### src/ipr_pkg.sv
// Shared constants and types for the isolated pixel removal filter.
package ipr_pkg;

	// Field and register widths
	localparam int PIX_BITS        = 8;
	localparam int CFG_WIDTH_BITS  = 9;
	localparam int CFG_HEIGHT_BITS = 13;
	localparam int APB_DATA_BITS   = 32;
	localparam int APB_ADDR_BITS   = 3;
	localparam int REG_SEL_BIT     = 2;

	// A pixel survives with at least this many nonzero neighbours
	localparam int MIN_NEIGHBOURS = 2;

	typedef enum logic [0:0] {
		REQ_PIXEL = 1'b0,
		REQ_DRAIN = 1'b1
	} req_type_t;

	typedef enum logic [0:0] {
		REG_IMAGE_WIDTH  = 1'b0,
		REG_IMAGE_HEIGHT = 1'b1
	} reg_idx_t;

	// Neighbour bounds of one emitted pixel
	typedef struct packed {
		logic has_up;
		logic has_down;
		logic has_left;
		logic has_right;
		logic first;
		logic last;
		logic unit_width;
	} nbr_ctl_t;

endpackage

### src/ipr_cfg_regs.sv
// APB register file with clamped width, height and the pixel count of one image.
module ipr_cfg_regs #(
	parameter int MAX_WIDTH  = 256,
	parameter int MAX_HEIGHT = 4096
) (
	input  logic                                          clk,
	input  logic                                          arst_n,
	input  logic                                          psel,
	input  logic                                          penable,
	input  logic                                          pwrite,
	input  logic [ipr_pkg::APB_ADDR_BITS-1:0]             paddr,
	input  logic [ipr_pkg::APB_DATA_BITS-1:0]             pwdata,
	output logic [ipr_pkg::APB_DATA_BITS-1:0]             prdata,
	output logic                                          pready,
	output logic [$clog2(MAX_WIDTH+1)-1:0]                eff_width,
	output logic [$clog2(MAX_WIDTH*MAX_HEIGHT+1)-1:0]     pix_count
);
	import ipr_pkg::*;

	localparam int WW    = $clog2(MAX_WIDTH + 1);
	localparam int HW    = $clog2(MAX_HEIGHT + 1);
	localparam int PW    = $clog2(MAX_WIDTH * MAX_HEIGHT + 1);
	localparam int RST_W = (256 > MAX_WIDTH) ? MAX_WIDTH : 256;

	logic [CFG_WIDTH_BITS-1:0]  width_q;
	logic [CFG_HEIGHT_BITS-1:0] height_q;
	logic [WW-1:0]              eff_w_q;
	logic [HW-1:0]              eff_h_q;
	logic [PW-1:0]              count_q;
	logic                       wr_en;
	reg_idx_t                   sel_idx;
	logic [CFG_WIDTH_BITS-1:0]  wv;
	logic [CFG_HEIGHT_BITS-1:0] hv;
	logic [WW-1:0]              wv_eff;
	logic [HW-1:0]              hv_eff;

	assign wr_en   = psel && penable && pwrite;
	assign sel_idx = reg_idx_t'(paddr[REG_SEL_BIT]);
	assign wv      = pwdata[CFG_WIDTH_BITS-1:0];
	assign hv      = pwdata[CFG_HEIGHT_BITS-1:0];
	assign pready  = 1'b1;

	// Clamp written values to the supported range, zero counts as one
	always_comb begin
		if (wv == '0) begin
			wv_eff = WW'(1);
		end else if (32'(wv) > 32'(MAX_WIDTH)) begin
			wv_eff = WW'(MAX_WIDTH);
		end else begin
			wv_eff = WW'(wv);
		end
		if (hv == '0) begin
			hv_eff = HW'(1);
		end else if (32'(hv) > 32'(MAX_HEIGHT)) begin
			hv_eff = HW'(MAX_HEIGHT);
		end else begin
			hv_eff = HW'(hv);
		end
	end

	// Capture writes and refresh the pixel count with the new dimension
	always_ff @(posedge clk or negedge arst_n) begin
		if (!arst_n) begin
			width_q  <= CFG_WIDTH_BITS'(256);
			height_q <= CFG_HEIGHT_BITS'(1);
			eff_w_q  <= WW'(RST_W);
			eff_h_q  <= HW'(1);
			count_q  <= PW'(RST_W);
		end else if (wr_en) begin
			case (sel_idx)
				REG_IMAGE_WIDTH: begin
					width_q <= wv;
					eff_w_q <= wv_eff;
					count_q <= PW'(PW'(wv_eff) * PW'(eff_h_q));
				end
				REG_IMAGE_HEIGHT: begin
					height_q <= hv;
					eff_h_q  <= hv_eff;
					count_q  <= PW'(PW'(eff_w_q) * PW'(hv_eff));
				end
				default: begin
				end
			endcase
		end
	end

	// Read back the raw register values
	always_comb begin
		case (sel_idx)
			REG_IMAGE_WIDTH:  prdata = APB_DATA_BITS'(width_q);
			REG_IMAGE_HEIGHT: prdata = APB_DATA_BITS'(height_q);
			default:          prdata = '0;
		endcase
	end

	assign eff_width = eff_w_q;
	assign pix_count = count_q;
endmodule

### config.mk
export PLATFORM = sky130hd
export DESIGN_NAME = ipr_cfg_regs
export DESIGN_NICKNAME = d
export VERILOG_FILES = /design/src/ipr_pkg.sv /design/src/ipr_cfg_regs.sv
export SDC_FILE = /design/constraint.sdc
export NUM_CORES = 1
export LEC_CHECK = 0
export ABC_AREA = 0
export BUFFER_PORTS_ARGS = -buffer_cell sky130_fd_sc_hd__buf_2
export CAP_MARGIN = 20
export CELL_PAD_IN_SITES_DETAIL_PLACEMENT = 1
export CELL_PAD_IN_SITES_GLOBAL_PLACEMENT = 2
export CORE_MARGIN = 10
export CORE_UTILIZATION = 32
export DETAILED_ROUTE_END_ITERATION = 6
export GPL_ROUTABILITY_DRIVEN = 1
export GPL_TIMING_DRIVEN = 0
export PLACE_DENSITY = 0.71
export SYNTH_ARGS = -nofsm -noshare
export SYNTH_HDL_FRONTEND = slang
export SYNTH_SLANG_ARGS = --single-unit
### constraint.sdc
create_clock -name clk -period 6.3 [get_ports clk]
set_clock_uncertainty 0.2 [all_clocks]
set_input_delay 1.26 -clock clk [delete_from_list [all_inputs] [get_ports clk]]
set_output_delay 1.26 -clock clk [all_outputs]
set_load 0.03 [all_outputs]
== After elaboration in Yosys (flattened, before gate mapping) ==
Cells that the tools add are included.
Word-level totals
  flip-flop bits (word level): 65
  latch bits: 0
  RAM bits: 0
  memory bits (read-only): 0
  input bits: 40
  output and inout port bits: 63
  logic and storage cells: 22
  memories: 0
Operators by class
  add/sub/neg operators: 0
  $mul: 2
  divide/modulo/power cells: 0
  magnitude comparators: 2
  eq/ne operators: 0
  shift-type cells: 0
  muxes and demuxes: 6
  bitwise gates (word level): 1
  reductions and logical operators: 6
Operator list (number)
  32-bit one-hot mux with 2 select lines: 1
  9-bit by 13-bit multiplier with 21-bit output: 2
  21-bit one-hot mux with 2 select lines: 1
  13-bit 2-to-1 mux: 2
  9-bit 2-to-1 mux: 2
  13-bit > comparator (second input constant): 1
  13-bit zero test: 1
  9-bit > comparator (second input constant): 1
  9-bit zero test: 1
  2-bit AND reduction: 2
  1-bit logical AND: 2
  1-bit inverter: 1

== Longest topological paths before layout ==
Gate-level depths: netlist (run 1).
  depth in word-level cells: 5
  depth in mapped cells: 23
  gate-level depth less buffers: 22

== Worst setup path after synthesis (run 1) ==
No wires, ideal clock.
  path type: input to register
  from: input pwdata[4] (netlist bit)
  to: register count_q[19] (netlist: pix_count[19])
  setup time: 0.142 ns
  arrival: 6.066 ns
  path slack: -0.108 ns
  stages on the path: 21
  buffers on the path: 1
  cells stage by stage: or4_4 nor4_4 nor2_1 nor2_2 buf_2 nand2_1 fa_1 inv_1 fa_1 inv_1 fa_1 fa_1 inv_1 ha_1 a21o_1 a21oi_2 nand2_1 a21o_1 a221oi_1 xor2_1 o221ai_1
Between the ends
  longest elaborated chain between the ends: 5
  elaborated cells between the ends (all ways): 11
Ends and longest elaborated chain
  from (decl): RTL line ipr_cfg_regs.sv:12  | input logic [ipr_pkg::APB_DATA_BITS-1:0] pwdata,
  13-bit > comparator / 9-bit > comparator (equally long branches): RTL line ipr_cfg_regs.sv:54, ipr_cfg_regs.sv:47
  13-bit 2-to-1 mux / 9-bit 2-to-1 mux (equally long branches): RTL line ipr_cfg_regs.sv:54, ipr_cfg_regs.sv:47
  13-bit 2-to-1 mux / 9-bit 2-to-1 mux (equally long branches): RTL line ipr_cfg_regs.sv:52, ipr_cfg_regs.sv:45
  9-bit by 13-bit multiplier with 21-bit output (on tied branches): RTL line ipr_cfg_regs.sv:79, ipr_cfg_regs.sv:74
  21-bit one-hot mux with 2 select lines (*): RTL line ipr_cfg_regs.sv:70  | case (sel_idx)
  to (signal assigned): RTL line ipr_cfg_regs.sv:68  | count_q <= PW'(RST_W);
  to (signal assigned): RTL line ipr_cfg_regs.sv:74  | count_q <= PW'(PW'(wv_eff) * PW'(eff_h_q));
  to (signal assigned): RTL line ipr_cfg_regs.sv:79  | count_q <= PW'(PW'(eff_w_q) * PW'(hv_eff));
  to (decl): RTL line ipr_cfg_regs.sv:29  | logic [PW-1:0] count_q;
Every way passes the cells marked *; elsewhere a longest branch is shown, timed or not.
A chain may end at the register's enable or synchronous reset.

== Worst setup path after layout (run 1) ==
  from: input pwdata[7] (netlist bit)
  to: register count_q[20] (netlist: pix_count[20])
The elaborated chain is that of the path after synthesis.

==> results of run 1 <==
[through the flow]
stage               std cells  cell area, sq um  utilization
floorplan                1227             10300            -
global placement         1689             11100        0.352
detailed placement       1689             11100        0.352
CTS                      1731             12000        0.382
global route             1732             12100        0.386
finish                   1732             12100        0.386
[flip-flops by register name (all words and copies together) (netlist names)]
register / cells
pix_count: 21
eff_h_q: 13
height_q: 13
eff_width: 9
width_q: 9
[Yosys cell counts, types with 10 or more instances]
| cell | number |
|---|---|
| a21oi_1 | 29 |
| inv_1 | 202 |
| nand3_1 | 10 |
| and2_1 | 113 |
| clkbuf_1 | 46 |
| nor2b_1 | 19 |
| nand2_1 | 284 |
| a21o_1 | 10 |
| o21ai_1 | 13 |
| nor2_1 | 18 |
| xnor2_1 | 22 |
| fa_1 | 154 |
| buf_4 | 22 |
| xor2_1 | 12 |
| o21ai_0 | 18 |
| ha_1 | 80 |
| dfrtp_1 | 60 |
[report_power, final]
| part | internal [mW] | total [mW] | switching (mW) |
|---|---|---|---|
| sequential | 0.512 | 0.587 | 0.0741 |
| clock | 0.371 | 0.584 | 0.213 |
| combinational | 0.586 | 1.56 | 0.974 |
| total | 1.47 | 2.73 | 1.26 |
[path summary, 6_finish.rpt]
check,from,endpoint
worst max-delay path,pwdata[7],pix_count[20]
worst min-delay path,height_q[0],height_q[0]
worst max register to register,eff_width[3],pix_count[20]
worst min register to register,height_q[0],height_q[0]
max in group asynchronous,arst_n,pix_count[4]
min in group asynchronous,arst_n,height_q[11]
[tightest hold or removal path, stage by stage (launching register included)]
cell and delay, ns:
dfstp_2 0.37, nand2_1 0.05, nand2_1 0.04
[cell families after synthesis]
logic type               synth area share
AO/OA/AOI/OAI                      0.0666
XOR/XNOR                           0.0292
adder cells (fa/ha/maj)             0.401
buffers and inverters               0.113
flip-flops                          0.160
multiplexers                       0.0148
other                            0.000737
AND/OR/NAND/NOR                     0.215
[area by class of cell]
cell class	count	area [sq um]
plain buffers	82	432
multi-input cells	879	7900
flip-flops and latches	65	1630
repair buffers	86	576
fillers	3757	19300
well taps	402	503
clock inverters	5	85.1
clock buffers	11	253
inverters	202	758
[layer usage]
layer / global-route usage / wire [um]
met5: 0 / 0
met4: 0.0251 / 301
met3: 0.0274 / 1330
met2: 0.290 / 15700
met1: 0.230 / 15500
[what timing repair did]
item / 4_1_cts / 5_1_grt
setup endpoints to repair: 12 / 12
gates cloned: 2 / 0
setup buffers: 24 / 2
pin swaps: 56 / 16
gates resized for setup: 83 / 35
==> results.py, run 1 <==
metrics = {
    "outcome": {
        "outcome": "complete, but fails checks",
        "failed_checks": "setup timing",
    },
    "placed_design": {
        "place_worst_setup_slack_ns": -1.27,
        "dpl.hpwl_um": 25800,
        "gpl.final_weighted_congestion": 0.829,
        "numPortBuffers": 60,
    },
    "timing": {
        "rsz0062_at_grt": "true",
        "post-route-period-util": 1.01,
        "setup_viol_count_final": 2,
        "timing_max_transition_violations_final": 0,
        "post-route-worst-setup-slack_ns": -0.0445,
        "maxSlewHeadroom": 0.416,
        "fmax_ghz": 0.158,
        "final_hold_viol_count": 0,
        "finalHoldWorstSlack_ns": 0.262,
        "timing.setup.tns_ns": -0.0826,
        "worstMarginPinSlew_ns": 0.876,
        "fin_crit_ns": 6.34,
    },
    "final_layout": {
        "layout-area-overhead-vs-synth_pct": 19.1,
        "drive_above_1_share": 0.173,
        "mostFrequentLayoutCells": "280 x nand2_1, 197 x inv_1, 152 x fa_1, 113 x and2_1, 71 x ha_1",
        "finalNetCount": 1599,
        "layout.cells.most_common": "nand2_1",
        "diodes": 0,
    },
    "floorplanning": {
        "die_h_um": 199,
        "total_number_of_placement_rows": 65,
        "die_width_um": 199,
        "core_area_sq_mm": 0.0315,
        "io_pins": 103,
        "floorplan.initialDensity": 0.324,
        "design.die.area_sq_mm": 0.0394,
    },
    "yosys": {
        "syn-mean-instance-area_sq_um": 8.43,
        "synth-warning-count": 0,
        "yosys.area.top_type": "fa_1",
        "syn-instance-count": 1209,
        "yosys_register_bits": 65,
        "top_ff_cell_synth": "dfrtp_1",
        "synth_async_sr_flop_share": 1.00,
        "synth_largest_type_area_fraction": 0.302,
        "synthesis.area_sq_mm": 0.0102,
        "synth_seq_area_share": 0.160,
        "number_of_enable_type_register_cells_in_the_synthesized_netlist": 0,
        "synth_cell_type_count": 50,
        "main_area_contributors_after_synthesis": "fa_1 30%, dfrtp_1 15%, nand2_1 10%, ha_1 9.8%, inv_1 7.4%",
    },
    "worst_setup_path": {
        "crit_type": "input port to flip-flop",
        "critical-path-max-stage-delay_ns": 0.54,
        "critical_path_maximum_fanout": 5,
        "critPathArrivalTime_ns": 6.37,
        "crit_path_top_delay_cell": "or4_4",
        "cp_top_family": "adder cells",
        "endpoint_kind": "flip-flop",
        "reg2reg_setup_slack_ns": 0.81,
        "cp_data_required_time_ns": 6.32,
        "cp.buffers_inverters": 7,
        "cp_cell_sequence": "buf_8 > or4_4 > nor4_4 > buf_4 > nor2_2 > nor2_4 > buf_12 > buf_16 > nand2_1 > fa_1 > inv_1 > fa_1 > fa_1 > inv_1 > fa_1 > inv_1 > ha_4 > nand3_1 > nor2_2 > nor4_4 > a211oi_2 > o21a_1 > nor3_2 > a221o_1",
        "worstSetupStartpointType": "input port",
        "timing.critical_path.mode_cell": "fa_1",
        "timing.reg2reg.worst_path_depth": 16,
        "critical_path_depth": 24,
    },
    "route": {
        "vias_per_cell": 4.79,
        "drtPass1Iterations": 4,
        "routed_wirelength_um": 32900,
        "drtIter0Drc": 324,
        "avgRoutedWirePerCell_um": 19.0,
        "final_antenna_net_count": 0,
        "route.detailed.drc": 0,
        "routed-via-count": 8300,
    },
    "cts": {
        "clock-sinks": 65,
        "cts_max_path_buffers": 2,
        "path_clk_slew_ns": 0.07,
        "cts_made_buffers": 9,
        "htree_num_levels": 3,
        "cts_tree": "yes",
        "cts_hold_repair.buffers": 0,
        "cts_root_buf": "clkbuf_16",
        "insertion_delay_ns": 0.34,
    },
    "global_route": {
        "antenna_violations_before_repair": 1,
        "grt_pass1_wl_um": 52300,
        "grt_start_max_net_pins": 66,
        "overflow_after_grt": 0,
        "grt_use_total": 0.171,
        "first_global_vias": 9305,
    },
    "power": {
        "fin_total_pwr_mw": 2.73,
        "power_leakage_nw": 6.29,
        "irDropWorstVdd_v": 0.000131,
        "powerDensity_mw_per_mm2": 225,
    },
    "hold_path": {
        "worst_hold_path_type": "flip-flop to flip-flop",
        "holdPathStages": 2,
    },
    "run": {
        "cap_violations": 0,
    },
}
Note: power is estimated with default switching activity, not from simulation.
==> run 2: changes to the inputs <==
- clock period: 6.3 -> 6.5 ns (I/O delays scaled with it)
==> results.py, run 2 (synthesized netlist as in run 1, its figures left out) <==
metrics = {
    "worst_setup_path": {
        "timing.reg2reg.worst_path_depth": 17,
        "critPathArrivalTime_ns": 6.40,
        "cp_top_family": "adder cells",
        "cp_data_required_time_ns": 6.50,
        "critical_path_depth": 23,
        "timing.critical_path.mode_cell": "fa_1",
        "critical_path_maximum_fanout": 7,
        "endpoint_kind": "flip-flop",
        "crit_path_top_delay_cell": "fa_1",
        "cp.buffers_inverters": 6,
        "worstSetupStartpointType": "input port",
        "critical-path-max-stage-delay_ns": 0.54,
        "crit_type": "input port to flip-flop",
        "cp_cell_sequence": "buf_8 > or4_4 > nor4_4 > buf_4 > nor2_4 > nor2_4 > buf_8 > nand2_4 > fa_1 > inv_2 > fa_1 > inv_2 > fa_1 > fa_1 > inv_2 > ha_4 > a21o_1 > a21oi_2 > nand2_2 > a21o_4 > a221oi_2 > xor2_1 > o221ai_1",
    },
    "power": {
        "power_leakage_nw": 6.19,
        "p_comb_frac": 0.574,
        "switching_share": 0.472,
        "cell_internal_power_mw": 1.33,
        "powerDensity_mw_per_mm2": 211,
        "fin_total_pwr_mw": 2.51,
        "power_frac_seq": 0.226,
        "irDropWorstVdd_v": 0.000142,
        "power.clock.fraction": 0.200,
        "switching_power_mw": 1.19,
    },
    "timing": {
        "finalHoldWorstSlack_ns": 0.270,
        "post-route-period-util": 0.984,
        "post-route-worst-setup-slack_ns": 0.101,
        "fin_crit_ns": 6.40,
        "timing_max_transition_violations_final": 0,
        "setup_viol_count_final": 0,
        "rsz0062_at_grt": "true",
        "fmax_ghz": 0.156,
        "worstMarginPinSlew_ns": 0.895,
        "maxSlewHeadroom": 0.403,
        "final_hold_viol_count": 0,
    },
    "cts": {
        "insertion_delay_ns": 0.35,
        "cts_root_buf": "clkbuf_16",
        "cts_made_buffers": 9,
        "clock-sinks": 65,
        "cts_hold_repair.buffers": 0,
        "htree_num_levels": 3,
        "cts_tree": "yes",
        "path_clk_slew_ns": 0.07,
        "cts_max_path_buffers": 2,
    },
    "final_layout": {
        "finalNetCount": 1591,
        "layout.core_utilization": 0.378,
        "final.fill_count": 3745,
        "layout-area-overhead-vs-synth_pct": 16.7,
        "drive_above_1_share": 0.156,
        "largest_reg_flops": 21,
        "mostFrequentLayoutCells": "282 x nand2_1, 198 x inv_1, 151 x fa_1, 113 x and2_1, 70 x ha_1",
        "diodes": 0,
        "layout.cells.most_common": "nand2_1",
    },
    "route": {
        "routed_wirelength_um": 32200,
        "route.detailed.drc": 0,
        "final_antenna_net_count": 0,
        "drtPass1Iterations": 4,
        "vias_per_cell": 4.76,
        "routed-via-count": 8202,
        "avgRoutedWirePerCell_um": 18.7,
        "drtIter0Drc": 253,
    },
    "floorplanning": {
        "core_area_sq_mm": 0.0315,
        "design.die.area_sq_mm": 0.0394,
        "die_h_um": 199,
        "floorplan.initialDensity": 0.324,
        "io_pins": 103,
        "die_width_um": 199,
        "total_number_of_placement_rows": 65,
    },
    "global_route": {
        "antenna_violations_before_repair": 1,
        "grt_start_max_net_pins": 66,
        "grt_use_total": 0.168,
        "grt_pass1_wl_um": 51100,
        "first_global_vias": 9126,
        "overflow_after_grt": 0,
    },
    "outcome": {
        "outcome": "completed",
    },
    "placed_design": {
        "dpl.hpwl_um": 25600,
        "numPortBuffers": 60,
        "gpl.final_weighted_congestion": 0.830,
        "place_worst_setup_slack_ns": -1.03,
    },
    "hold_path": {
        "holdPathStages": 2,
        "worst_hold_path_type": "flip-flop to flip-flop",
    },
    "run": {
        "cap_violations": 0,
    },
}
==> run 2: worst paths after layout <==
path                         startpoint       endpoint  slack, ns
setup / recovery              pwdata[7]  pix_count[19]       0.10
hold / removal               width_q[4]     width_q[4]       0.27
setup reg to reg           eff_width[3]  pix_count[17]       0.90
hold reg to reg              width_q[4]     width_q[4]       0.27
max in group asynchronous        arst_n   pix_count[5]       4.62
min in group asynchronous        arst_n   height_q[10]       0.85
==> run 2: power groups by stage <==
stage / logic [mW] / registers [mW] / clock network [mW]
6_report: 1.44 / 0.568 / 0.504
4_1_cts: 1.42 / 0.568 / 0.507
2_1_floorplan: 0.843 / 0.645 / 0
5_1_grt: 1.62 / 0.579 / 0.525
3_5_place_dp: 1.35 / 0.573 / 0
3_3_place_gp: 1.33 / 0.572 / 0
==> run 2: cell type report <==
cell class / count / area (sq um) / share of cell area
inverter: 202 / 758 / 0.0637
tap: 402 / 503 / 0.0423
sequential: 65 / 1630 / 0.137
clock inverter: 6 / 67.6 / 0.00568
multi-input combinational: 878 / 7790 / 0.655
timing repair buffer: 79 / 487 / 0.0409
buffer: 82 / 430 / 0.0362
clock buffer: 10 / 229 / 0.0192
==> run 2: repair_timing <==
| action | 4_1_cts | 5_1_grt |
|---|---|---|
| endpoints found under the hold margin | 0 | 0 |
| buffers inserted | 11 | 8 |
| pin swaps | 26 | 40 |
| resized for setup | 40 | 63 |
| setup endpoints to repair | 12 | 12 |
==> run 2: through the flow <==
step	cell area [sq um]	cells	TNS (ns)
after floorplan	10300	1227	0
after global placement	11100	1689	-9.46
after detailed placement	11100	1689	-9.56
after CTS	11700	1716	-0.00940
after global routing	11900	1724	-0.304
final	11900	1724	0
==> run 2: layer usage <==
metal  up-vias  track usage  routed length [um]
met1      4227        0.227               15300
met4         0       0.0192                 222
met5         -            0                   0
li1       3839            -                   -
met3        18       0.0284                1270
met2       118        0.284               15300
==> run 2: worst min-delay path, cell delays in order, from the launching register on <==
cell     delay (ns)
dfrtp_1        0.34
nand2_1        0.05
nand2_1        0.05
