$ cat config.mk
export PLATFORM = sky130hd
export DESIGN_NAME = ipr_flag_row
export DESIGN_NICKNAME = d
export VERILOG_FILES = /design/src/ipr_flag_row.sv
export SDC_FILE = /design/constraint.sdc
export NUM_CORES = 1
export LEC_CHECK = 0
export ABC_CLOCK_PERIOD_IN_PS = 2800
export BUFFER_PORTS_ARGS = -buffer_cell sky130_fd_sc_hd__buf_2
export CAP_MARGIN = 10
export CORE_ASPECT_RATIO = 0.8
export CORE_MARGIN = 2
export CORE_UTILIZATION = 34
export DETAILED_ROUTE_END_ITERATION = 8
export GPL_ROUTABILITY_DRIVEN = 0
export GPL_TIMING_DRIVEN = 0
export PLACE_DENSITY_LB_ADDON = 0.05
export SLEW_MARGIN = 15
export SYNTH_ARGS = -nofsm -noshare
export SYNTH_HDL_FRONTEND = slang
export SYNTH_SLANG_ARGS = --single-unit
$ cat constraint.sdc
create_clock -name clk -period 2.8 [get_ports clk]
set_clock_uncertainty 0.15 [all_clocks]
set_input_delay 0.56 -clock clk [delete_from_list [all_inputs] [get_ports clk]]
set_output_delay 0.56 -clock clk [all_outputs]
set_load 0.02 [all_outputs]
$ cat src/ipr_flag_row.sv
// One row of nonzero flags of filtered pixels, one write and one registered read.
module ipr_flag_row #(
	parameter int DEPTH = 256
) (
	input  logic                                         clk,
	input  logic                                         wr_en,
	input  logic [((DEPTH > 1) ? $clog2(DEPTH) : 1)-1:0] wr_addr,
	input  logic                                         wr_data,
	input  logic                                         rd_en,
	input  logic [((DEPTH > 1) ? $clog2(DEPTH) : 1)-1:0] rd_addr,
	output logic                                         rd_data
);
	logic mem [DEPTH];

	// Store the flag of the pixel just filtered
	always_ff @(posedge clk) begin
		if (wr_en) begin
			mem[wr_addr] <= wr_data;
		end
	end

	// Fetch the flag of the pixel one row up
	always_ff @(posedge clk) begin
		if (rd_en) begin
			rd_data <= mem[rd_addr];
		end
	end
endmodule

; Yosys cells after proc, flatten, opt, wreduce, memory -nomap -nowiden
; Memory sizes are Yosys's and may differ from the RTL's. A register that Yosys moved wholly into a read port is not among the register bits.
; Index checks and enable logic that the tools add are counted.
[word_totals]
register_bits = 0
latchBits = 0
mem_bits_rw = 256
romBits = 0
in_bits = 20
output_inout_bits = 1
memories = 1
[classes]
addsub = 0
n_mul = 0
div = 0
magnitude_cmp = 0
n_eq_ne = 0
shifts = 0
mux = 2
bitwise = 0
n_reduce_logical = 0
[mem_list]
columns = memory, words, word_bits, rd, rd_clocked_by_memory_dff, wr, line
row1 = mem, 256, 1, 1, 1, 1, 13  ; logic mem [DEPTH];
[op_table]
columns = cell, count
row1 = 2-to-1 mux 1 bit, 2

; Longest topological paths before layout
; Gate-level depths: netlist of the first run.
[logic_depth]
depth_word = 2
ltp_mapped = 10
ltp_nobuf = 6

; Least setup slack after synthesis of the first run
; Ideal clock, no wire load.
[synth_timing]
kind = in2reg
startpoint = input rd_addr[0] (netlist bit)
endpoint = register rd_data, read port of mem (data pin)
t_arrival_ps = 2206
required_time_ps = 2383
setup_slack_ps = 177
stages = 8
path_buffers = 2
path_cell_list = buf_6 > buf_6 > mux4_2 > mux4_2 > mux2i_1 > o22ai_1 > a21oi_1 > a22oi_1
[synth_lines]
columns = element, line
row1 = start: declaration, 10  ; input logic [((DEPTH > 1) ? $clog2(DEPTH) : 1)-1:0] rd_addr,
row2 = end: declaration, 11  ; output logic rd_data

==> results.ini, run 1 <==
[clock_tree]
cts.sinks=257
cts_made_buffers=29
worstSkewPairLatency_ps=540
tritoncts=done
postCtsSetupBuffers=0
clkTransAtPathRegs_ps=50
ctsRootBufferMaster=clkbuf_16
cts-htree-levels=1
cts_max_path_buffers=3

[synth]
syn_inst=788
yosysTopAreaCell=edfxtp_1
synth_seq_cells=257
ys_warn_count=0
yosysUniqueCellTypes=34
synthArstFlopShare_pct=0
synth_nets=808
avgSynthCellArea_um2=14.13
synthTopCellsByCount=nor2_1, edfxtp_1, mux2i_1
synth_top_area_share_pct=69.29
ys_seq_area_share_pct=69.29
synth_edf_count=257
netlist_top_cells_area=edfxtp_1, nor2_1, mux4_2
synth_ff_type=edfxtp_1
syn-cell-area_um2=11140
synth_most_common_cell=nor2_1

[cells_and_area]
fin_nets=858
layout-area-overhead-vs-synth_pct=13.42
antenna_cells=0
stdcell_area_um2=12630
fillers=3070
drive_gt1_share_pct=13.90

[worst_setup_path]
crit_type=in -> reg
crit_required_ps=2910
crit_fanout=10
end_kind=register
cp.arrival_ps=2720
critPathLaunchType=input pin

[sta]
slew_headroom_pct=37.21
period_share_pct=93.09
fmax_ghz=0.3836
slew_viol_final=0
final-setup-viol-count=0
worst_slew_pin_slew_ps=941.9
final-hold-violation-count=0
rsz0062_at_grt=false
min_period_ps=2607

[drt]
highest_layer=met4
drc_errors=0
firstDrtPassIters=4
vias=6801
drtAntennaViolNets=0
wl_met1_mm=15.39
drt-vias-per-instance=5.301
wl_met2_mm=13.47
wl_per_cell_um=24.25
drt_iter0_markers=620
wl_met3_mm=1.681
drt-total-wl_mm=31.11

[placement]
portBuffers=18
placed_cell_area_um2=11800
hpwl_mm=20.88

[pwr]
power.total_mw=8.045
leakage_nw=3.844
powerDensity_nw_per_um2=636.8
ir_drop_v=0.0003716

[outcome]
status=complete, no violations

[floorplan]
die-height_um=165.9
rows=59
die_area_um2=34230
dieWidth_um=206.4
core_area_um2=32410
start_util_pct=34.37
io-pin-count=21

[global_routing]
grt_first_pass_wirelength_mm=45.66
grt_pass1_vias=6874
overflow=0
grt_usage_pct=18.48
antenna_found_initial=0
grt_max_degree=137

[flow_run]
drv_cap=0

[hold_path]
hold_class=in -> reg

layout by cell type (no fill, tap or decap), drive strengths merged, types with 2 or more instances in the layout:
| cell type | synthesis | final |
|---|---|---|
| a311oi | 2 | 2 |
| nor3 | 3 | 3 |
| mux4 | 42 | 42 |
| a2111oi | 2 | 2 |
| o21ai | 2 | 2 |
| nor2 | 268 | 268 |
| a22o | 6 | 6 |
| clkbuf | 39 | 72 |
| buf | 17 | 35 |
| nor4 | 5 | 5 |
| a31oi | 3 | 3 |
| nand3b | 3 | 3 |
| mux2i | 51 | 51 |
| a22oi | 8 | 8 |
| a21oi | 2 | 2 |
| nor2b | 9 | 9 |
| nand2 | 23 | 23 |
| edfxtp | 257 | 257 |
| nand3 | 12 | 12 |
| clkinv | 0 | 17 |
| o22ai | 23 | 23 |
repair_timing:
| item | in CTS | in global routing |
|---|---|---|
| hold buffers | 0 | 0 |
| gates resized for setup | 6 | 6 |
| setup endpoints to repair | 1 | 1 |
final timing paths:
path	start	endpoint	slack, ps	cells after the start
worst max-delay path	rd_addr[1]	rd_data	190	10
worst min register to register	mem[181]	rd_data	930	6
worst max register to register	mem[222]	rd_data	340	6
worst min-delay path	rd_en	rd_data	80	1
cell type report:
type	instances	area, um2	share of cell area [%]
timing repair buffer	19	127.6	1.010
multi-input combinational	474	3158	25.00
buffer	56	285.3	2.258
inverter	1	3.754	0.02971
clock inverter	17	70.07	0.5546
sequential	257	7717	61.09
tap	427	534.3	4.229
clock buffer	32	737.0	5.833
power breakdown:
part / internal (mW) / switching, mW
registers: 4.24 / 0.00201
clock network: 1.86 / 1.47
logic: 0.154 / 0.318
stage by stage:
| stage | TNS, ps | util (%) | setup slack (ps) | cells | hold slack (ps) |
|---|---|---|---|---|---|
| 2_1_floorplan | 0 | - | 176.8 | 788 | 508.9 |
| 3_3_place_gp | -324220 | 36.30 | -1283 | 1233 | 614.1 |
| 3_5_place_dp | -960.5 | 36.41 | -960.5 | 1234 | 620.8 |
| 4_1_cts | 0 | 38.94 | 70.22 | 1283 | 67.35 |
| 5_1_grt | 0 | 38.98 | 11.60 | 1283 | 66.57 |
| 6_report | 0 | 38.98 | 193.4 | 1283 | 84.94 |
flip-flops by register name (all words and copies together), names as in the netlist:
| register | cells |
|---|---|
| mem | 256 |
| rd_data | 1 |
cell families (layout without fill, tap and decap cells):
group | count (synthesis) | in the layout | synth area share, %
buffers and inverters | 57 | 125 | 2.494
muxes | 94 | 94 | 13.18
DFF | 257 | 257 | 69.29
and+or+nand+nor | 330 | 330 | 11.93
AOI/OAI and AO/OA | 50 | 50 | 3.112
routing by layer:
layer | vias up | GRT usage [%]
met4 | 0 | 3.665
met3 | 36 | 2.826
met5 | - | 0
li1 | 3013 | -
met1 | 3559 | 28.94
met2 | 193 | 27.21
worst max-delay path, cell delays in order:
cell and delay, ps:
buf_2 110, buf_4 260, buf_6 240, buf_6 240, mux4_2 340, mux2i_1 350
a22o_1 200, o22ai_1 110, a21oi_1 190, a22oi_1 100
No activity file was read; power rests on OpenSTA's default activity.
==> run 2: changes to the inputs <==
CTS_BUF_LIST = sky130_fd_sc_hd__clkbuf_8   (was default)
==> run 2 against run 1 <==
  * Worst hold slack worse by 38 ps
  * First-iteration DRC count is 8.4% lower
  * Critical path depth is 1 lower
  * Global-route usage is 0.41 points higher
  * Cell count is 2.3% higher
  * Core utilization is 0.11 points lower
  * Critical endpoint unchanged
  * Largest cell class unchanged
  * Largest power group unchanged
==> results.ini, run 2 (synthesized netlist as in run 1, its figures left out) <==
[worst_setup_path]
end_kind=register  ; unchanged
reg2regPathDepth=6  ; unchanged
cpMostUsedCell=buf_2  ; was buf_6
crit_start=rd_addr[1]  ; unchanged
path_cells=buf_2 -> buf_2 -> buf_4 -> buf_2 -> mux4_2 -> a22oi_1 -> nand3_1 -> a21boi_0 -> a22oi_1  ; was buf_2 -> buf_4 -> buf_6 -> buf_6 -> mux4_2 -> mux2i_1 -> a22o_1 -> o22ai_1 -> a21oi_1 -> a22oi_1
crit_fanout=10  ; unchanged
crit_required_ps=2950  ; was 2910 ps
reg2reg_slack_ps=360  ; was 340 ps
critPathSlowestCell=buf_2  ; was mux2i_1
timing.rr.start=mem[208]  ; was mem[222]
cp.arrival_ps=2770  ; was 2720 ps
critical-path-max-stage-delay_ps=380  ; was 350 ps
critPathLaunchType=input pin  ; unchanged
cp-endpoint=rd_data  ; unchanged
crit_type=in -> reg  ; unchanged
r2r_end=rd_data  ; unchanged

[floorplan]
rows=59  ; unchanged
die-height_um=165.9  ; unchanged
dieWidth_um=206.4  ; unchanged
die_area_um2=34230  ; unchanged
start_util_pct=34.37  ; unchanged
io-pin-count=21  ; unchanged
core_area_um2=32410  ; unchanged

[global_routing]
grt_pass1_vias=7086  ; was 6874
overflow=0  ; unchanged
grt_usage_pct=18.89  ; was 18.48%
antenna_found_initial=0  ; unchanged
grt_first_pass_wirelength_mm=46.25  ; was 45.66 mm
grt_max_degree=137  ; unchanged

[cells_and_area]
drive_gt1_share_pct=15.25  ; was 13.90%
layout-area-overhead-vs-synth_pct=13.11  ; was 13.42%
antenna_cells=0  ; unchanged
fin_nets=873  ; was 858
regArea_um2=7717  ; unchanged
instances_no_fill=1312  ; was 1283
multi_input_area_um2=3158  ; unchanged
fillers=3094  ; was 3070
top_regs=mem (256), rd_data (1)  ; unchanged
mostFrequentLayoutCells=nor2_1, edfxtp_1, mux2i_1, clkbuf_8, mux4_2  ; was nor2_1, edfxtp_1, mux2i_1, mux4_2, clkbuf_1
layout_commonest_cell=nor2_1  ; unchanged
top_register=mem  ; unchanged
largest_reg_flops=256  ; unchanged

[clock_tree]
worstSkewPairLatency_ps=570  ; was 540 ps
cts_max_path_buffers=3  ; unchanged
cts_made_buffers=44  ; was 29
clkTransAtPathRegs_ps=50  ; about the same
cts.sinks=257  ; unchanged
holdBufCountCts=0  ; unchanged
ctsRootBufferMaster=clkbuf_8  ; was clkbuf_16
cts-htree-levels=2  ; was 1
tritoncts=done  ; unchanged

[sta]
slew_viol_final=0  ; unchanged
rsz0062_at_grt=false  ; unchanged
whs_ps=46.95  ; was 84.94 ps
setup_ws_ps=181.9  ; was 193.4 ps
fmax_ghz=0.3820  ; was 0.3836 GHz
final-setup-viol-count=0  ; unchanged
final-hold-violation-count=0  ; unchanged
min_period_ps=2618  ; was 2607 ps
worst_slew_pin_slew_ps=970.1  ; was 941.9 ps
period_share_pct=93.50  ; was 93.09%
slew_headroom_pct=35.32  ; was 37.21%

[drt]
drtAntennaViolNets=0  ; unchanged
wl_per_cell_um=23.99  ; was 24.25 um
drc_errors=0  ; unchanged
drt_iter0_markers=568  ; was 620
drt-total-wl_mm=31.48  ; was 31.11 mm
firstDrtPassIters=5  ; was 4
vias=6876  ; was 6801
drt-vias-per-instance=5.241  ; was 5.301

[hold_path]
hold_class=in -> reg  ; unchanged
hp-start=rd_en  ; unchanged

[outcome]
status=complete, no violations  ; unchanged

[placement]
hpwl_mm=20.88  ; unchanged
place_ws_ps=-960.5  ; unchanged
portBuffers=18  ; unchanged
dp.cells=1234  ; unchanged

[pwr]
leakage_nw=3.905  ; was 3.844 nW
powerDensity_nw_per_um2=619.3  ; was 636.8 nW/um2
ir_drop_v=0.0002254  ; was 0.0003716 V

[flow_run]
drv_cap=0  ; unchanged

==> run 2: final cells by class <==
cell class / count / share of cell area, %
multi-input cells: 474 / 25.07
repair buffers: 19 / 1.013
flip-flops and latches: 257 / 61.26
plain buffers: 56 / 2.245
clock inverters: 33 / 1.232
well taps: 427 / 4.241
inverters: 1 / 0.02979
clock buffers: 45 / 4.916
==> run 2: worst min-delay path by stage <==
stage	to	slack (ps)	depth (start not counted)
global route	rd_data	20	1
global placement	rd_data	610	1
finish	rd_data	50	1
CTS	rd_data	5	1
floorplan	mem[0]	510	0
detailed placement	rd_data	620	1
==> run 2: routing by layer <==
layer | up-vias | GRT usage [%] | share of wire, %
li1 | 3054 | - | -
met1 | 3577 | 28.68 | 48
met2 | 201 | 27.30 | 44
met3 | 44 | 4.003 | 6.1
met4 | 0 | 5.248 | 1.7
met5 | - | 0 | 0
==> run 2: stage by stage <==
step	power, mW	util, %	TNS (ps)	cell area (um2)
6_report	7.802	38.87	0	12600
3_5_place_dp	4.799	36.41	-960.5	11800
3_3_place_gp	4.799	36.30	-324220	11760
4_1_cts	7.897	38.82	0	12580
2_1_floorplan	4.580	-	0	11140
5_1_grt	8.114	38.87	0	12600
==> run 2: worst max-delay path, delay by kind of cell <==
family                 cells  cell delay [ps]
buffers and inverters      4             1130
AO/OA/AOI/OAI              3              560
multiplexers               1              380
AND/OR/NAND/NOR            1              120
==> run 2: what timing repair did <==
item                                    in CTS  in global routing
resized for setup                            3                 10
endpoints found under the setup margin       1                  1
setup buffers                                0                  0
==> run 2: report_power, final <==
group / switching, mW / internal, mW
clock: 1.51 / 1.58
sequential: 0.00202 / 4.24
combinational: 0.318 / 0.154
==> run 3: changes to the inputs <==
ABC_AREA = 1   (was default)
==> run 3 against run 2 <==
  * Maximum frequency is 5.3% higher
  * Setup slack improved by 130 ps
  * Critical path type unchanged
  * Non-clock buffer count rose by 30
  * Core utilization grew 0.25 points
  * Power up 3.8%
==> results.ini, run 3 <==
[synth]
synth_seq_cells=257  ; unchanged
synth_edf_count=257  ; unchanged
yosysTopAreaCell=edfxtp_1  ; unchanged
synthArstFlopShare_pct=0  ; unchanged
synth_top_family_by_area=simple AND/OR/NAND/NOR gates  ; was multiplexers
synth_top_area_share_pct=65.81  ; was 69.29%
synthSimpleGateAreaFrac_pct=29.15  ; was 11.93%
ys_seq_area_share_pct=65.81  ; was 69.29%
synthTopCellsByCount=nand2_1, nor2_1, edfxtp_1  ; was nor2_1, edfxtp_1, mux2i_1
ys_warn_count=0  ; unchanged
synth-compound-area-share_pct=0  ; was 3.112%
syn_inst=1184  ; was 788
synth_most_common_cell=nand2_1  ; was nor2_1
avgSynthCellArea_um2=9.905  ; was 14.13 um2
synth-adder-area-share_pct=0  ; unchanged
yosysUniqueCellTypes=12  ; was 34
synth_nets=1204  ; was 808
synthMuxAreaShare_pct=0  ; was 13.18%
synth_ff_type=edfxtp_1  ; unchanged
syn-cell-area_um2=11730  ; was 11140 um2
synth_xor_area_share_pct=0  ; unchanged
netlist_top_cells_area=edfxtp_1, nand3_1, nand2_1  ; was edfxtp_1, nor2_1, mux4_2

[global_routing]
grt_first_pass_wirelength_mm=59.33  ; was 46.25 mm
grt_max_degree=99  ; was 137
grt_pass1_vias=8564  ; was 7086
antenna_found_initial=1  ; was 0
grt_usage_pct=23.47  ; was 18.89%
overflow=0  ; unchanged

[floorplan]
start_util_pct=34.71  ; was 34.37%
core_area_um2=33780  ; was 32410 um2
io-pin-count=21  ; unchanged
dieWidth_um=211.6  ; was 206.4 um
rows=60  ; was 59
die_area_um2=36000  ; was 34230 um2
die-height_um=170.1  ; was 165.9 um

[clock_tree]
cts_made_buffers=46  ; was 44
tritoncts=done  ; unchanged
cts.sinks=257  ; unchanged
cts-htree-levels=2  ; unchanged
cts_resized=0  ; was 3
ctsRootBufferMaster=clkbuf_8  ; unchanged
cts_max_path_buffers=3  ; unchanged
postCtsSetupBuffers=0  ; unchanged
clkTransAtPathRegs_ps=60  ; was 50 ps
worstSkewPairLatency_ps=590  ; was 570 ps

[cells_and_area]
largest_reg_flops=256  ; unchanged
antenna_cells=0  ; unchanged
stdcell_area_um2=13220  ; was 12600 um2
mostFrequentLayoutCells=nand2_1, nor2_1, edfxtp_1, nand3_1, clkbuf_8  ; was nor2_1, edfxtp_1, mux2i_1, clkbuf_8, mux4_2
top_regs=mem (256), rd_data (1)  ; unchanged
instances_no_fill=1716  ; was 1312
layout-area-overhead-vs-synth_pct=12.70  ; was 13.11%
final_util_pct=39.12  ; was 38.87%
fin_nets=1272  ; was 873
layout_commonest_cell=nand2_1  ; was nor2_1
drive_gt1_share_pct=8.892  ; was 15.25%
fillers=3485  ; was 3094
top_register=mem  ; unchanged

[worst_setup_path]
crit_type=in -> reg  ; unchanged
critPathSlowestCell=clkbuf_1  ; was buf_2
cpMostUsedCell=nand3_1  ; was buf_2
crit_fanout=10  ; unchanged
end_kind=register  ; unchanged
crit_family=simple AND/OR/NAND/NOR gates  ; was buffers and inverters
critPathLaunchType=input pin  ; unchanged
crit_required_ps=2940  ; was 2950 ps
cp.arrival_ps=2630  ; was 2770 ps
crit_buf_inv=3  ; was 4
path_cells=buf_2 -> inv_2 -> clkbuf_1 -> nand3_1 -> nand3_1 -> nand3_1 -> nand3_1 -> nand2_1 -> nand2_1 -> nand3_1 -> nand3_1 -> nand2_1  ; was buf_2 -> buf_2 -> buf_4 -> buf_2 -> mux4_2 -> a22oi_1 -> nand3_1 -> a21boi_0 -> a22oi_1
critical-path-max-stage-delay_ps=700  ; was 380 ps

[sta]
rsz0062_at_grt=false  ; unchanged
tns_ps=0  ; unchanged
slew_viol_final=0  ; unchanged
period_share_pct=88.76  ; was 93.50%
worst_slew_pin_slew_ps=1107  ; was 970.1 ps
slew_headroom_pct=26.20  ; was 35.32%
whs_ps=271.6  ; was 46.95 ps
min_period_ps=2485  ; was 2618 ps
fmax_ghz=0.4024  ; was 0.3820 GHz
final-setup-viol-count=0  ; unchanged
final-hold-violation-count=0  ; unchanged
setup_ws_ps=314.6  ; was 181.9 ps

[drt]
drt-vias-per-instance=5.187  ; was 5.241
drc_errors=0  ; unchanged
drt-total-wl_mm=41.15  ; was 31.48 mm
wl_per_cell_um=23.98  ; was 23.99 um
firstDrtPassIters=5  ; unchanged
vias=8901  ; was 6876
drtAntennaViolNets=0  ; unchanged
drt_iter0_markers=850  ; was 568

[outcome]
status=complete, no violations  ; unchanged

[pwr]
ir_drop_v=0.0003612  ; was 0.0002254 V
powerDensity_nw_per_um2=612.6  ; was 619.3 nW/um2
leakage_nw=4.582  ; was 3.905 nW
power.total_mw=8.097  ; was 7.802 mW

[flow_run]
drv_cap=0  ; unchanged

[hold_path]
hold_class=in -> reg  ; unchanged

[placement]
portBuffers=17  ; was 18
dp.cells=1637  ; was 1234
hpwl_mm=25.94  ; was 20.88 mm
placed_cell_area_um2=12420  ; was 11800 um2
place_ws_ps=-250.4  ; was -960.5 ps

[run 3: path summary, 6_finish.rpt]
check	startpoint	end	slack, ps	depth (start not counted)
max	rd_addr[1]	rd_data	310	12
min	wr_data	mem[163]	270	1
max reg2reg	mem[83]	rd_data	960	10
min reg2reg	mem[98]	rd_data	1000	10
[run 3: what timing repair did]
| item | 4_1_cts | 5_1_grt |
|---|---|---|
| setup endpoints to repair | 0 | 0 |
| hold endpoints to repair | 1 | 0 |
| hold buffers | 1 | 0 |
[run 3: area by class of cell]
class / count / area (um2) / share of cell area, %
Multi-Input combinational cell: 824 / 3418 / 25.86
Clock inverter: 29 / 111.4 / 0.8426
Buffer: 85 / 524.3 / 3.967
Sequential cell: 257 / 7717 / 58.39
Clock buffer: 49 / 674.4 / 5.103
Inverter: 18 / 67.56 / 0.5112
Tap cell: 434 / 543.0 / 4.109
Timing Repair Buffer: 20 / 160.2 / 1.212
[run 3: routing by layer]
layer  share of wire, %  vias up  global-route usage [%]
met2                 43      283                   35.41
met4                2.4        0                   7.012
met1                 48     4404                   34.45
met3                6.2       65                   4.152
met5                  0        -                       0
li1                   -     4149                       -
[run 3: report_power, final]
part	total, mW	switching, mW	internal, mW
registers	4.24	0.00202	4.24
logic	0.646	0.482	0.164
clock network	3.21	1.61	1.59
total	8.10	2.10	6.00
[run 3: cell families (layout without fill, tap and decap cells)]
| group | count (synthesis) | count (layout) |
|---|---|---|
| buffers and inverters | 103 | 201 |
| DFF | 257 | 257 |
| and+or+nand+nor | 824 | 824 |
